**config.mk**
```make
export PLATFORM = sky130hd
export DESIGN_NAME = sph_density_sum_cubic_spline_core
export DESIGN_NICKNAME = d
export VERILOG_FILES = /design/src/rtl/sdscs_pkg.sv /design/src/rtl/sph_density_sum_cubic_spline_core.sv /design/src/rtl/sdscs_sqrt.sv /design/src/rtl/sdscs_div.sv /design/src/rtl/sdscs_mul.sv
export SDC_FILE = /design/constraint.sdc
export NUM_CORES = 2
export LEC_CHECK = 0
export BUFFER_PORTS_ARGS = -buffer_cell sky130_fd_sc_hd__clkbuf_2
export CAP_MARGIN = 20
export CORE_MARGIN = 2
export CORE_UTILIZATION = 29
export DETAILED_ROUTE_END_ITERATION = 6
export GPL_TIMING_DRIVEN = 0
export PLACE_DENSITY = 0.5
export SETUP_SLACK_MARGIN = 0.05
export SKIP_LAST_GASP = 1
export SYNTH_ARGS = -nofsm -noshare
export SYNTH_HDL_FRONTEND = slang
export SYNTH_SLANG_ARGS = --single-unit
```
**constraint.sdc**
```tcl
create_clock -name clk -period 6.7 [get_ports clk]
set_input_delay 0.67 -clock clk [delete_from_list [all_inputs] [get_ports clk]]
set_output_delay 0.67 -clock clk [all_outputs]
set_load 0.03 [all_outputs]
```
**src/rtl/sdscs_pkg.sv**
```systemverilog
// Shared widths, constants, state encoding and status types for the SPH
// density summation core. No dependencies.
`timescale 1ns / 1ps

package sdscs_pkg;

	localparam int DIST_W            = 32;
	localparam int H_W               = 24;
	localparam int HS_W              = 25;
	localparam int MASS_W            = 32;
	localparam int OUT_W             = 48;
	localparam int ROOT_W            = 24;
	localparam int Q16_W             = 18;
	localparam int F16_W             = 17;
	localparam int MUL_A_W           = 60;
	localparam int MUL_B_W           = 32;
	localparam int MUL_P_W           = MUL_A_W + MUL_B_W;
	localparam int HS2_W             = 2 * HS_W;
	localparam int HS3_W             = 3 * HS_W;
	localparam int DENSITY_WIDTH_DEF = 48;

	localparam logic [MUL_B_W-1:0] INV_PI_Q32 = 32'h517C_C1B7;

	typedef enum logic [3:0] {
		ST_IDLE,
		ST_SQRT,
		ST_QDIV,
		ST_SQ,
		ST_CUBE,
		ST_POLY,
		ST_MASS,
		ST_PI,
		ST_HS2,
		ST_HS3,
		ST_CHECK,
		ST_FDIV,
		ST_ACCUM,
		ST_EMIT
	} state_t;

	typedef struct packed {
		logic busy;
		logic done;
	} unit_stat_t;

endpackage

```
**src/rtl/sph_density_sum_cubic_spline_core.sv**
```systemverilog
// Top level of the SPH density summation core with the 3D cubic spline kernel.
// Depends on sdscs_pkg, sdscs_sqrt, sdscs_div and sdscs_mul.
//
// One input request carries one neighbour pair: squared distance, both
// smoothing lengths, neighbour mass and the start and last flags. The block
// takes the square root, forms q and the spline, scales it by mass/(pi h^3)
// and adds it to a saturating accumulator. A request with last_neighbor set
// produces one output request holding the density and the saturation flag.
// The block works on one request at a time. A neighbour inside the support
// passes through six 32-step shift-add multiplies, a 24-step square root, an
// 18-step divide for q and a DENSITY_WIDTH-step divide by hs^3, plus control
// states. A neighbour outside the support goes from the square root to the
// accumulate state. in_ready is high only while the sequencer is idle. A
// finished density sits in an output register, so the next neighbour is
// accepted while it waits; a stalled receiver holds the block only when the
// next density is ready to be written. Reset clears the accumulator, the
// saturation flag and the output valid.
`timescale 1ns / 1ps

module sph_density_sum_cubic_spline_core #(
	parameter int DENSITY_WIDTH = sdscs_pkg::DENSITY_WIDTH_DEF
) (
	input  logic                         clk,
	input  logic                         arst_n,
	input  logic                         in_valid,
	output logic                         in_ready,
	input  logic                         start_new,
	input  logic                         last_neighbor,
	input  logic [sdscs_pkg::DIST_W-1:0] dist_sq,
	input  logic [sdscs_pkg::H_W-1:0]    own_h,
	input  logic [sdscs_pkg::H_W-1:0]    neighbor_h,
	input  logic [sdscs_pkg::MASS_W-1:0] neighbor_mass,
	output logic                         out_valid,
	input  logic                         out_ready,
	output logic [sdscs_pkg::OUT_W-1:0]  density,
	output logic                         saturated
);
	import sdscs_pkg::*;

	localparam int DW = DENSITY_WIDTH;

	state_t state_q, state_nx;

	logic                 start_q;
	logic                 last_q;
	logic [DIST_W-1:0]    dist_q;
	logic [HS_W-1:0]      hs_q;
	logic [MASS_W-1:0]    mass_q;
	logic [ROOT_W-1:0]    r16_q;
	logic                 outer_q;
	logic [Q16_W-1:0]     x_q;
	logic [2*Q16_W-1:0]   x2_q;
	logic [3*Q16_W-1:0]   x3_q;
	logic [F16_W-1:0]     f16_q;
	logic [MUL_A_W-1:0]   aval_q;
	logic [MUL_P_W-1:0]   n_q;
	logic [HS2_W-1:0]     hs2_q;
	logic [HS3_W-1:0]     hs3_q;
	logic [DW-1:0]        add_q;
	logic                 ovf_q;
	logic [DW-1:0]        acc_q;
	logic                 sat_q;
	logic                 issued_q;
	logic                 out_valid_q;
	logic [OUT_W-1:0]     density_q;
	logic                 saturated_q;

	logic                 sqrt_start, qdiv_start, fdiv_start, mul_start;
	logic [MUL_A_W-1:0]   mul_a;
	logic [MUL_B_W-1:0]   mul_b;
	logic [MUL_P_W-1:0]   mul_p;
	logic [ROOT_W-1:0]    root;
	logic [Q16_W-1:0]     q16;
	logic [DW-1:0]        fquo;
	unit_stat_t           sqrt_stat, qdiv_stat, fdiv_stat, mul_stat;
	logic [HS_W-1:0]      hs_in;
	logic                 zero_c;
	logic                 outer_c;
	logic                 ovf_c;
	logic [3*Q16_W-1:0]   poly_c;
	logic [DW-1:0]        base_c;
	logic [DW:0]          sum_c;
	logic [63:0]          acc64;
	logic                 emit_load;

	assign hs_in   = HS_W'(own_h) + HS_W'(neighbor_h);
	assign zero_c  = {1'b0, root} > hs_q;
	assign outer_c = {1'b0, r16_q, 1'b0} > (ROOT_W+2)'(hs_q);
	assign ovf_c   = (n_q >> DW) >= MUL_P_W'(hs3_q);
	assign poly_c  = ((3*Q16_W)'(1) << 50) + x3_q + (x3_q << 1)
		- (((3*Q16_W)'(x2_q) + ((3*Q16_W)'(x2_q) << 1)) << 17);
	assign base_c  = start_q ? '0 : acc_q;
	assign sum_c   = {1'b0, base_c} + {1'b0, add_q};
	assign emit_load = (state_q == ST_EMIT) && (!out_valid_q || out_ready);

	sdscs_sqrt u_sqrt (
		.clk      (clk),
		.arst_n   (arst_n),
		.start    (sqrt_start),
		.radicand ({dist_q, 16'b0}),
		.root     (root),
		.stat     (sqrt_stat)
	);

	sdscs_div #(
		.NUM_W (ROOT_W + 17),
		.DEN_W (HS_W),
		.QUO_W (Q16_W)
	) u_qdiv (
		.clk    (clk),
		.arst_n (arst_n),
		.start  (qdiv_start),
		.num    ({r16_q, 17'b0}),
		.den    (hs_q),
		.quo    (q16),
		.stat   (qdiv_stat)
	);

	sdscs_div #(
		.NUM_W (MUL_P_W),
		.DEN_W (HS3_W),
		.QUO_W (DW)
	) u_fdiv (
		.clk    (clk),
		.arst_n (arst_n),
		.start  (fdiv_start),
		.num    (n_q),
		.den    (hs3_q),
		.quo    (fquo),
		.stat   (fdiv_stat)
	);

	sdscs_mul u_mul (
		.clk    (clk),
		.arst_n (arst_n),
		.start  (mul_start),
		.a      (mul_a),
		.b      (mul_b),
		.prod   (mul_p),
		.stat   (mul_stat)
	);

	always_comb begin
		state_nx = state_q;
		case (state_q)
			ST_IDLE:  if (in_valid) state_nx = ST_SQRT;
			ST_SQRT:  if (sqrt_stat.done) state_nx = zero_c ? ST_ACCUM : ST_QDIV;
			ST_QDIV:  if (qdiv_stat.done) state_nx = ST_SQ;
			ST_SQ:    if (mul_stat.done) state_nx = ST_CUBE;
			ST_CUBE:  if (mul_stat.done) state_nx = ST_POLY;
			ST_POLY:  state_nx = ST_MASS;
			ST_MASS:  if (mul_stat.done) state_nx = ST_PI;
			ST_PI:    if (mul_stat.done) state_nx = ST_HS2;
			ST_HS2:   if (mul_stat.done) state_nx = ST_HS3;
			ST_HS3:   if (mul_stat.done) state_nx = ST_CHECK;
			ST_CHECK: state_nx = ovf_c ? ST_ACCUM : ST_FDIV;
			ST_FDIV:  if (fdiv_stat.done) state_nx = ST_ACCUM;
			ST_ACCUM: state_nx = last_q ? ST_EMIT : ST_IDLE;
			ST_EMIT:  if (emit_load) state_nx = ST_IDLE;
			default:  state_nx = ST_IDLE;
		endcase
	end

	always_comb begin
		sqrt_start = 1'b0;
		qdiv_start = 1'b0;
		fdiv_start = 1'b0;
		mul_start  = 1'b0;
		mul_a      = '0;
		mul_b      = '0;
		in_ready   = 1'b0;
		case (state_q)
			ST_IDLE: in_ready = 1'b1;
			ST_SQRT: sqrt_start = !issued_q;
			ST_QDIV: qdiv_start = !issued_q;
			ST_SQ: begin
				mul_start = !issued_q;
				mul_a     = MUL_A_W'(x_q);
				mul_b     = MUL_B_W'(x_q);
			end
			ST_CUBE: begin
				mul_start = !issued_q;
				mul_a     = MUL_A_W'(x2_q);
				mul_b     = MUL_B_W'(x_q);
			end
			ST_MASS: begin
				mul_start = !issued_q;
				mul_a     = MUL_A_W'(mass_q);
				mul_b     = MUL_B_W'(f16_q);
			end
			ST_PI: begin
				mul_start = !issued_q;
				mul_a     = aval_q;
				mul_b     = INV_PI_Q32;
			end
			ST_HS2: begin
				mul_start = !issued_q;
				mul_a     = MUL_A_W'(hs_q);
				mul_b     = MUL_B_W'(hs_q);
			end
			ST_HS3: begin
				mul_start = !issued_q;
				mul_a     = MUL_A_W'(hs2_q);
				mul_b     = MUL_B_W'(hs_q);
			end
			ST_FDIV: fdiv_start = !issued_q;
			default: ;
		endcase
	end

	always_ff @(posedge clk or negedge arst_n) begin
		if (!arst_n) begin
			state_q     <= ST_IDLE;
			issued_q    <= 1'b0;
			acc_q       <= '0;
			sat_q       <= 1'b0;
			out_valid_q <= 1'b0;
		end else begin
			state_q <= state_nx;
			if (sqrt_start || qdiv_start || fdiv_start || mul_start) begin
				issued_q <= 1'b1;
			end else if (sqrt_stat.done || qdiv_stat.done || fdiv_stat.done
					|| mul_stat.done) begin
				issued_q <= 1'b0;
			end
			if (state_q == ST_ACCUM) begin
				if (ovf_q || sum_c[DW]) begin
					acc_q <= '1;
					sat_q <= 1'b1;
				end else begin
					acc_q <= sum_c[DW-1:0];
					sat_q <= start_q ? 1'b0 : sat_q;
				end
			end
			if (emit_load) begin
				out_valid_q <= 1'b1;
			end else if (out_ready) begin
				out_valid_q <= 1'b0;
			end
		end
	end

	assign acc64 = 64'(acc_q);

	always_ff @(posedge clk) begin
		if (state_q == ST_IDLE && in_valid) begin
			start_q <= start_new;
			last_q  <= last_neighbor;
			dist_q  <= dist_sq;
			mass_q  <= neighbor_mass;
			hs_q    <= (hs_in == '0) ? HS_W'(1) : hs_in;
		end
		if (state_q == ST_SQRT && sqrt_stat.done) begin
			r16_q <= root;
			add_q <= '0;
			ovf_q <= 1'b0;
		end
		if (state_q == ST_QDIV && qdiv_stat.done) begin
			outer_q <= outer_c;
			x_q     <= outer_c ? Q16_W'(18'h2_0000 - q16) : q16;
		end
		if (state_q == ST_SQ && mul_stat.done) x2_q <= mul_p[2*Q16_W-1:0];
		if (state_q == ST_CUBE && mul_stat.done) x3_q <= mul_p[3*Q16_W-1:0];
		if (state_q == ST_POLY) f16_q <= outer_q ? x3_q[50:34] : poly_c[50:34];
		if (state_q == ST_MASS && mul_stat.done) aval_q <= {mul_p[48:0], 11'b0};
		if (state_q == ST_PI && mul_stat.done) n_q <= mul_p;
		if (state_q == ST_HS2 && mul_stat.done) hs2_q <= mul_p[HS2_W-1:0];
		if (state_q == ST_HS3 && mul_stat.done) hs3_q <= mul_p[HS3_W-1:0];
		if (state_q == ST_CHECK) ovf_q <= ovf_c;
		if (state_q == ST_FDIV && fdiv_stat.done) add_q <= fquo;
		if (emit_load) begin
			density_q   <= (acc64[63:OUT_W] != '0) ? '1 : acc64[OUT_W-1:0];
			saturated_q <= sat_q;
		end
	end

	assign out_valid = out_valid_q;
	assign density   = density_q;
	assign saturated = saturated_q;

endmodule

```
**src/rtl/sdscs_sqrt.sv**
```systemverilog
// Bit-serial integer square root, two radicand bits per cycle.
// Depends on sdscs_pkg.
`timescale 1ns / 1ps

module sdscs_sqrt (
	input  logic                             clk,
	input  logic                             arst_n,
	input  logic                             start,
	input  logic [2*sdscs_pkg::ROOT_W-1:0]   radicand,
	output logic [sdscs_pkg::ROOT_W-1:0]     root,
	output sdscs_pkg::unit_stat_t            stat
);
	import sdscs_pkg::*;

	localparam int R     = ROOT_W;
	localparam int CNT_W = $clog2(R);

	logic [2*R-1:0]   x_q;
	logic [R+1:0]     rem_q;
	logic [R-1:0]     root_q;
	logic [CNT_W-1:0] cnt_q;
	logic             busy_q;
	logic             done_q;
	logic [R+2:0]     rem_sh;
	logic [R+2:0]     trial;
	logic [R+2:0]     diff;
	logic             ge;

	assign rem_sh = {rem_q[R:0], x_q[2*R-1:2*R-2]};
	assign trial  = {1'b0, root_q, 2'b01};
	assign ge     = rem_sh >= trial;
	assign diff   = rem_sh - trial;

	always_ff @(posedge clk or negedge arst_n) begin
		if (!arst_n) begin
			busy_q <= 1'b0;
			done_q <= 1'b0;
			cnt_q  <= '0;
		end else begin
			done_q <= 1'b0;
			if (start) begin
				busy_q <= 1'b1;
				cnt_q  <= CNT_W'(R - 1);
			end else if (busy_q) begin
				if (cnt_q == '0) begin
					busy_q <= 1'b0;
					done_q <= 1'b1;
				end else begin
					cnt_q <= cnt_q - 1'b1;
				end
			end
		end
	end

	always_ff @(posedge clk) begin
		if (start) begin
			x_q    <= radicand;
			rem_q  <= '0;
			root_q <= '0;
		end else if (busy_q) begin
			x_q    <= x_q << 2;
			rem_q  <= ge ? diff[R+1:0] : rem_sh[R+1:0];
			root_q <= {root_q[R-2:0], ge};
		end
	end

	assign root      = root_q;
	assign stat.busy = busy_q;
	assign stat.done = done_q;

endmodule

```
**src/rtl/sdscs_div.sv**
```systemverilog
// Bit-serial restoring divider, one quotient bit per cycle. The caller
// guarantees the quotient fits in QUO_W bits. Depends on sdscs_pkg.
`timescale 1ns / 1ps

module sdscs_div #(
	parameter int NUM_W = 41,
	parameter int DEN_W = 25,
	parameter int QUO_W = 18
) (
	input  logic                  clk,
	input  logic                  arst_n,
	input  logic                  start,
	input  logic [NUM_W-1:0]      num,
	input  logic [DEN_W-1:0]      den,
	output logic [QUO_W-1:0]      quo,
	output sdscs_pkg::unit_stat_t stat
);
	import sdscs_pkg::*;

	localparam int CNT_W = $clog2(QUO_W);

	logic [DEN_W-1:0] rem_q;
	logic [DEN_W-1:0] den_q;
	logic [QUO_W-1:0] quo_q;
	logic [CNT_W-1:0] cnt_q;
	logic             busy_q;
	logic             done_q;
	logic [DEN_W:0]   trial;
	logic [DEN_W:0]   diff;
	logic             ge;

	assign trial = {rem_q, quo_q[QUO_W-1]};
	assign ge    = trial >= {1'b0, den_q};
	assign diff  = trial - {1'b0, den_q};

	always_ff @(posedge clk or negedge arst_n) begin
		if (!arst_n) begin
			busy_q <= 1'b0;
			done_q <= 1'b0;
			cnt_q  <= '0;
		end else begin
			done_q <= 1'b0;
			if (start) begin
				busy_q <= 1'b1;
				cnt_q  <= CNT_W'(QUO_W - 1);
			end else if (busy_q) begin
				if (cnt_q == '0) begin
					busy_q <= 1'b0;
					done_q <= 1'b1;
				end else begin
					cnt_q <= cnt_q - 1'b1;
				end
			end
		end
	end

	always_ff @(posedge clk) begin
		if (start) begin
			rem_q <= DEN_W'(num >> QUO_W);
			quo_q <= num[QUO_W-1:0];
			den_q <= den;
		end else if (busy_q) begin
			rem_q <= ge ? diff[DEN_W-1:0] : trial[DEN_W-1:0];
			quo_q <= {quo_q[QUO_W-2:0], ge};
		end
	end

	assign quo       = quo_q;
	assign stat.busy = busy_q;
	assign stat.done = done_q;

endmodule

```
**src/rtl/sdscs_mul.sv**
```systemverilog
// Shift-add multiplier that retires one multiplier bit per cycle.
// Depends on sdscs_pkg.
`timescale 1ns / 1ps

module sdscs_mul (
	input  logic                          clk,
	input  logic                          arst_n,
	input  logic                          start,
	input  logic [sdscs_pkg::MUL_A_W-1:0] a,
	input  logic [sdscs_pkg::MUL_B_W-1:0] b,
	output logic [sdscs_pkg::MUL_P_W-1:0] prod,
	output sdscs_pkg::unit_stat_t         stat
);
	import sdscs_pkg::*;

	localparam int CNT_W = $clog2(MUL_B_W);

	logic [MUL_A_W-1:0] a_q;
	logic [MUL_P_W-1:0] prod_q;
	logic [CNT_W-1:0]   cnt_q;
	logic               busy_q;
	logic               done_q;
	logic [MUL_A_W:0]   sum;

	assign sum = {1'b0, prod_q[MUL_P_W-1:MUL_B_W]} + (prod_q[0] ? {1'b0, a_q} : '0);

	always_ff @(posedge clk or negedge arst_n) begin
		if (!arst_n) begin
			busy_q <= 1'b0;
			done_q <= 1'b0;
			cnt_q  <= '0;
		end else begin
			done_q <= 1'b0;
			if (start) begin
				busy_q <= 1'b1;
				cnt_q  <= CNT_W'(MUL_B_W - 1);
			end else if (busy_q) begin
				if (cnt_q == '0) begin
					busy_q <= 1'b0;
					done_q <= 1'b1;
				end else begin
					cnt_q <= cnt_q - 1'b1;
				end
			end
		end
	end

	always_ff @(posedge clk) begin
		if (start) begin
			a_q    <= a;
			prod_q <= {{MUL_A_W{1'b0}}, b};
		end else if (busy_q) begin
			prod_q <= {sum, prod_q[MUL_B_W-1:1]};
		end
	end

	assign prod      = prod_q;
	assign stat.busy = busy_q;
	assign stat.done = done_q;

endmodule

```
## Word level (Yosys, flattened, before mapping)

Cells that the tools add are included.

| cells by class | value |
|---|---|
| add/subtract/negate cells | 15 |
| $lt $le $gt $ge | 6 |
| eq/ne operators | 28 |
| multiplexer cells | 88 |
| reductions and logical operators | 45 |

Operators with widths:

| operator | number |
|---|---|
| 48-bit two-way mux | 8 |
| 60-bit case mux with 6 select lines | 1 |
| 31-bit case mux with 4 select lines | 1 |
| 44-bit two-way mux | 2 |
| 76-bit by 75-bit greater-or-equal comparator with 1-bit output | 1 |
| 44-bit by 75-bit greater-or-equal comparator with 1-bit output | 1 |
| 75-bit two-way mux | 1 |
| 75-bit subtractor | 1 |
| 32-bit two-way mux | 2 |
| 60-bit by 60-bit adder with 61-bit output | 1 |
| 60-bit two-way mux | 1 |
| 4-bit case mux with 14 select lines | 1 |
| 18-bit two-way mux | 3 |
| 4-bit two-way mux | 13 |
| 51-bit adder | 1 |
| 51-bit adder (first input constant) | 1 |
| 51-bit subtractor | 1 |
| 25-bit two-way mux | 2 |
| 25-bit subtractor | 2 |
| 48-bit by 48-bit adder with 49-bit output | 1 |
| 23-bit two-way mux | 2 |
| 5-bit two-way mux | 9 |
| 1-bit two-way mux | 37 |
| 34-bit adder | 1 |
| other kinds (29) | 88 |

| word-level totals | value |
|---|---|
| register bits after elaboration | 1185 |
| input port bits | 118 |
| output and inout port bits | 51 |
| logic and storage cells | 233 |

## Longest topological paths before layout

| depth | value |
|---|---|
| word-level depth | 6 |
| depth in mapped cells | 26 |

## Modules after synthesis

From an unflattened synthesis, not the netlist that was laid out.

| second synthesis, totals | value |
|---|---|
| cells, all modules | 6145 |
| area, all modules | 67689.9 um^2 |

By module, submodules not included:

| module | instances | cells each | area an instance (um^2) | sequential area each (um^2) |
|---|---|---|---|---|
| sph_density_sum_cubic_spline_core | 1 | 2804 | 34262.9 | 19453.7 |
| sdscs_div (u_fdiv) | 1 | 1435 | 13691.9 | 5835.6 |
| sdscs_mul | 1 | 940 | 9411.5 | 4139.0 |
| sdscs_sqrt | 1 | 546 | 5830.6 | 2597.5 |
| sdscs_div (u_qdiv) | 1 | 420 | 4493.1 | 2197.1 |

## Worst setup path before layout

OpenSTA, ideal clock, no wires.

| path | value |
|---|---|
| path kind | reg-to-reg |
| start point | reg x2_q[1] |
| end point | reg f16_q[16] (data pin) |
| arrival | 5.561 ns |
| setup slack | 0.879 ns |
| cell stages (with the launch flop) | 27 |
| path buffers | 0 |
| period minus slack after synthesis | 5.821 ns |
| path through | edfxtp_1 ha_1 fa_1 a211o_1 o211ai_2 a2111oi_2 o31ai_2 a211o_1 nand2_1 a21o_1 a21oi_1 o21bai_1 a21oi_1 xnor2_1 fa_1 inv_1 ha_1 ha_1 nand3_1 o22ai_1 nor2_1 o22ai_1 a41o_1 a41o_1 o41a_1 xnor3_1 mux2_2 |

| on the way | value |
|---|---|
| word-level cells in the longest chain between the ends | 3 |

RTL lines:

| item | line | source |
|---|---|---|
| from (decl) | sph_density_sum_cubic_spline_core.sv:52 | `logic [2*Q16_W-1:0] x2_q;` |
| from (signal assigned) | sph_density_sum_cubic_spline_core.sv:262 | `if (state_q == ST_SQ && mul_stat.done) x2_q <= mul_p[2*Q16_W-1:0];` |
| 34-bit adder | sph_density_sum_cubic_spline_core.sv:91 | `- (((3*Q16_W)'(x2_q) + ((3*Q16_W)'(x2_q) << 1)) << 17);` |
| 51-bit subtractor | sph_density_sum_cubic_spline_core.sv:91 |  |
| 17-bit two-way mux | sph_density_sum_cubic_spline_core.sv:264 | `if (state_q == ST_POLY) f16_q <= outer_q ? x3_q[50:34] : poly_c[50:34];` |
| to (signal assigned) | sph_density_sum_cubic_spline_core.sv:264 |  |
| to (decl) | sph_density_sum_cubic_spline_core.sv:54 | `logic [F16_W-1:0] f16_q;` |

Every way passes these cells.
A chain may end at the register's enable or synchronous reset.

## Worst setup path after layout

| path | value |
|---|---|
| start point | reg x2_q[2] |
| end point | reg f16_q[16] (data pin) |

Same word-level chain as after synthesis.

==> out/metrics.yaml <==
status: "completed"
dp_hpwl_um: 157700
drtIter0Drc: 4392
totalPowerFinal_mw: 32.43
area.growth.synth_to_final_pct: 15.66
cts_made_buffers: 140
ys_warn_count: 0
rows: 174
synth-async-reset-ratio_pct: 7.089
cts.sinks: 1185
synth.distinct_cells: 116
post-place-cells: 9313
p_clk_share_pct: 24.2
p_comb_share_pct: 37.4
power_density_nw_per_um2: 428.4
min_period_over_period_pct: 95.53
grt_pass1_wl_um: 308300
gr-total-overflow: 0
synth_seq_area_share_pct: 51.30
via_count: 48520
clk_pin_slew_ns: 0.07
rsz0062_at_grt: "false"
fin_area_sq_um: 75690
placed_area_sq_um: 70610
pin_count: 169
p_int_mw: 19.60
cp-start-kind: "flop"
worst_hold_path_type: "in2reg"
die_x_um: 479.0
core-area_sq_um: 224700
end_kind: "flop"
cap_violations: 0
nNetsFinal: 7153
syn_inst: 6126
power.switching_mw: 12.83
layout_commonest_cell: "edfxtp_1"
ys_ff_latch: 1185
final_cell_mix: "942 x edfxtp_1, 656 x nand2_1, 501 x ha_1, 440 x nor2_1, 439 x inv_1"
grt_max_degree: 63
yosysTopAreaCellShare_pct: 43.23
layout-drive-gt1-share_pct: 8.636
wl_um: 209500
yosys-top-cells-area: "edfxtp_1 43%, ha_1 9.6%, dfxtp_1 4.9%"
io_buffers: 168
wl_met1_um: 97530
pwr-share-seq_pct: 38.4
clk_latency_ns: 0.79
synth_area_per_cell_sq_um: 10.68
synth_flop_cell: "edfxtp_1"
clock-root-buffer: "clkbuf_16"
vias_per_cell: 5.048
cts_tree: "built"
die_h_um: 479.0
cts_max_level: 4
finClkSkew_ns: 0.02866
wl_met2_um: 92790
p_leak_nw: 30.87
grt_antenna_before_repair: 25
slew_headroom_pct: 19.87
synth_top_cell_by_area: "edfxtp_1"
drt-pass1-iter-count: 6
synth-edff-count: 942
setup_violations: 0
initial_core_util_pct: 29.13
drv_slew: 0
grtUsageTotal_pct: 17.85
min_period_ns: 6.400
slowest_delay_ns: 0.51
max_freq_ghz: 0.1562
syn_nets: 6785
hold_viol: 0
wl_per_cell_um: 21.80
crit_top_cell: "ha_1"
reg2regPathDepth: 21
cts_buffer_depth: 3
critPathKind: "reg2reg"
fin_tns_setup_ns: 0
worst_pin_slew_ns: 1.202
critPathRequiredTime_ns: 7.22
fin_cells: 9612
syn-cell-area_sq_um: 65440
peakVddDrop_uv: 274.6
cpMaxStageDelayCell: "edfxtp_1"
grt_pass1_vias: 47570
cp_max_fo: 5
drtAntennaViolNets: 0
critical_path_buf_inv_count: 1
cp_data_arrival_time_ns: 6.92
path_depth: 21
cp_top_family: "compound AO/OA/AOI/OAI gates"
highest_layer: "met5"
crit_path_cell_trace: "ha_1 > a211o_1 > o211ai_2 > a2111oi_2 > o31ai_2 > a211o_1 > a31oi_1 > a31oi_1 > xnor2_1 > fa_1 > inv_1 > ha_1 > ha_1 > a21o_1 > a211oi_1 > o22ai_1 > a41o_1 > a41o_1 > o41a_1 > xnor3_1 > mux2_2"
p_sw_share_pct: 39.56
gp_congestion: 0.9059
wl_met3_um: 12930
utilization_pct: 33.69
dieArea_sq_um: 229500
holdPathStages: 1
drc_errors: 0
==> layer usage <==
| metal | global-route usage, % | up-vias |
|---|---|---|
| li1 | - | 23040 |
| met1 | 25.36 | 23620 |
| met2 | 27.81 | 1545 |
| met3 | 2.815 | 310 |
| met4 | 5.460 | 8 |
| met5 | 0 | - |
==> area by class of cell <==
type	instances	area, sq um
Inverter	441	1658
Clock buffer	195	3936
Fill cell	22860	149000
Clock inverter	65	762.0
Antenna cell	8	20.02
Tap cell	2992	3744
Multi-Input combinational cell	4251	29240
Timing Repair Buffer	226	1685
Sequential cell	1185	33570
Buffer	249	1064
==> per-stage QoR <==
step                setup WS [ns]  hold slack (ns)
floorplan                  0.8793           0.3744
global placement          -0.2738           0.4273
detailed placement        -0.2413           0.4354
CTS                       0.08863         0.002129
global route              0.05680          0.02615
finish                     0.2996          0.06378
==> worst register-to-register path, cell delays in order, from the launching register on <==
cell	delay [ns]
edfxtp_1	0.51
ha_1	0.43
a211o_1	0.16
o211ai_2	0.13
a2111oi_2	0.45
o31ai_2	0.12
a211o_1	0.34
a31oi_1	0.45
a31oi_1	0.20
xnor2_1	0.18
fa_1	0.49
inv_1	0.05
ha_1	0.28
ha_1	0.37
a21o_1	0.20
a211oi_1	0.23
o22ai_1	0.12
a41o_1	0.24
a41o_1	0.22
o41a_1	0.33
xnor3_1	0.35
mux2_2	0.29
==> synthesized netlist by cell type, types with 17 or more instances <==
| cell | count |
|---|---|
| xor2_1 | 115 |
| a222oi_1 | 22 |
| nand3_1 | 100 |
| nor2b_1 | 100 |
| clkbuf_1 | 190 |
| nand2_1 | 657 |
| fa_1 | 39 |
| nand2b_1 | 43 |
| a22oi_1 | 56 |
| a211oi_1 | 44 |
| o21bai_1 | 58 |
| a21o_1 | 191 |
| or2_2 | 17 |
| nor4_1 | 26 |
| o21a_1 | 58 |
| and3_1 | 35 |
| a221oi_1 | 20 |
| mux2i_1 | 97 |
| ha_1 | 502 |
| o211ai_1 | 27 |
| o21ai_0 | 241 |
| a21oi_1 | 422 |
| edfxtp_1 | 942 |
| dfrtp_1 | 84 |
| buf_2 | 39 |
| inv_1 | 440 |
| nor2_1 | 441 |
| nand4_1 | 86 |
| o21ai_1 | 22 |
| nor3_1 | 83 |
| xnor2_1 | 171 |
| and2_1 | 155 |
| dfxtp_1 | 159 |
| o31ai_1 | 25 |
| a31oi_1 | 134 |
==> cells by family after synthesis <==
group           count (synthesis)  share of synthesized area [%]
xor+xnor                      287                          3.862
buf+inv                       690                          4.141
compound gates               1507                          15.26
flops                        1185                          51.30
fa+ha+maj                     541                          10.79
mux                           101                          1.553
simple gates                 1815                          13.09
==> sequential cells by signal (all words and copies together) (netlist names), 32 cells and up <==
| signal | cells |
|---|---|
| u_sqrt.x_q | 32 |
| density | 48 |
| u_mul.prod | 92 |
| n_q | 92 |
| u_fdiv.rem_q | 75 |
| u_mul.a_q | 60 |
| mass_q | 32 |
| hs3_q | 75 |
| u_fdiv.quo | 48 |
| x2_q | 36 |
| u_fdiv.den_q | 75 |
| add_q | 48 |
| hs2_q | 50 |
| dist_q | 32 |
| x3_q | 51 |
| aval_q | 49 |
| acc_q | 48 |
==> repair_timing <==
action,CTS,global route
pin swaps,2,5
resized for setup,4,5
endpoints found under the hold margin,51,0
hold buffers,23,0
endpoints found under the setup margin,1,2
setup buffers,3,4
==> final timing paths <==
kind / start / to / slack, ns
setup / recovery: x2_q[2]$_DFFE_PP_ / f16_q[16]$_DFFE_PP_ / 0.30
hold / removal: neighbor_mass[5] / mass_q[5]$_DFFE_PP_ / 0.06
setup reg to reg: x2_q[2]$_DFFE_PP_ / f16_q[16]$_DFFE_PP_ / 0.30
hold reg to reg: hs3_q[1]$_DFFE_PP_ / u_fdiv.den_q[1]$_DFFE_PP_ / 0.45
max in group asynchronous: arst_n / u_fdiv.cnt_q[5]$_DFFE_PN0P_ / 5.47
min in group asynchronous: arst_n / u_sqrt.cnt_q[0]$_DFFE_PN0P_ / 0.43
==> power groups by stage <==
stage          combinational [mW]  sequential (mW)  clock (mW)
6_report                     12.1             12.5        7.85
5_1_grt                      13.5             12.6        8.31
4_1_cts                      12.1             12.5        8.03
3_5_place_dp                 12.0             12.6           0
3_3_place_gp                 11.6             12.8           0
2_1_floorplan                8.89             11.2           0
(Power assumes the default switching activity.)
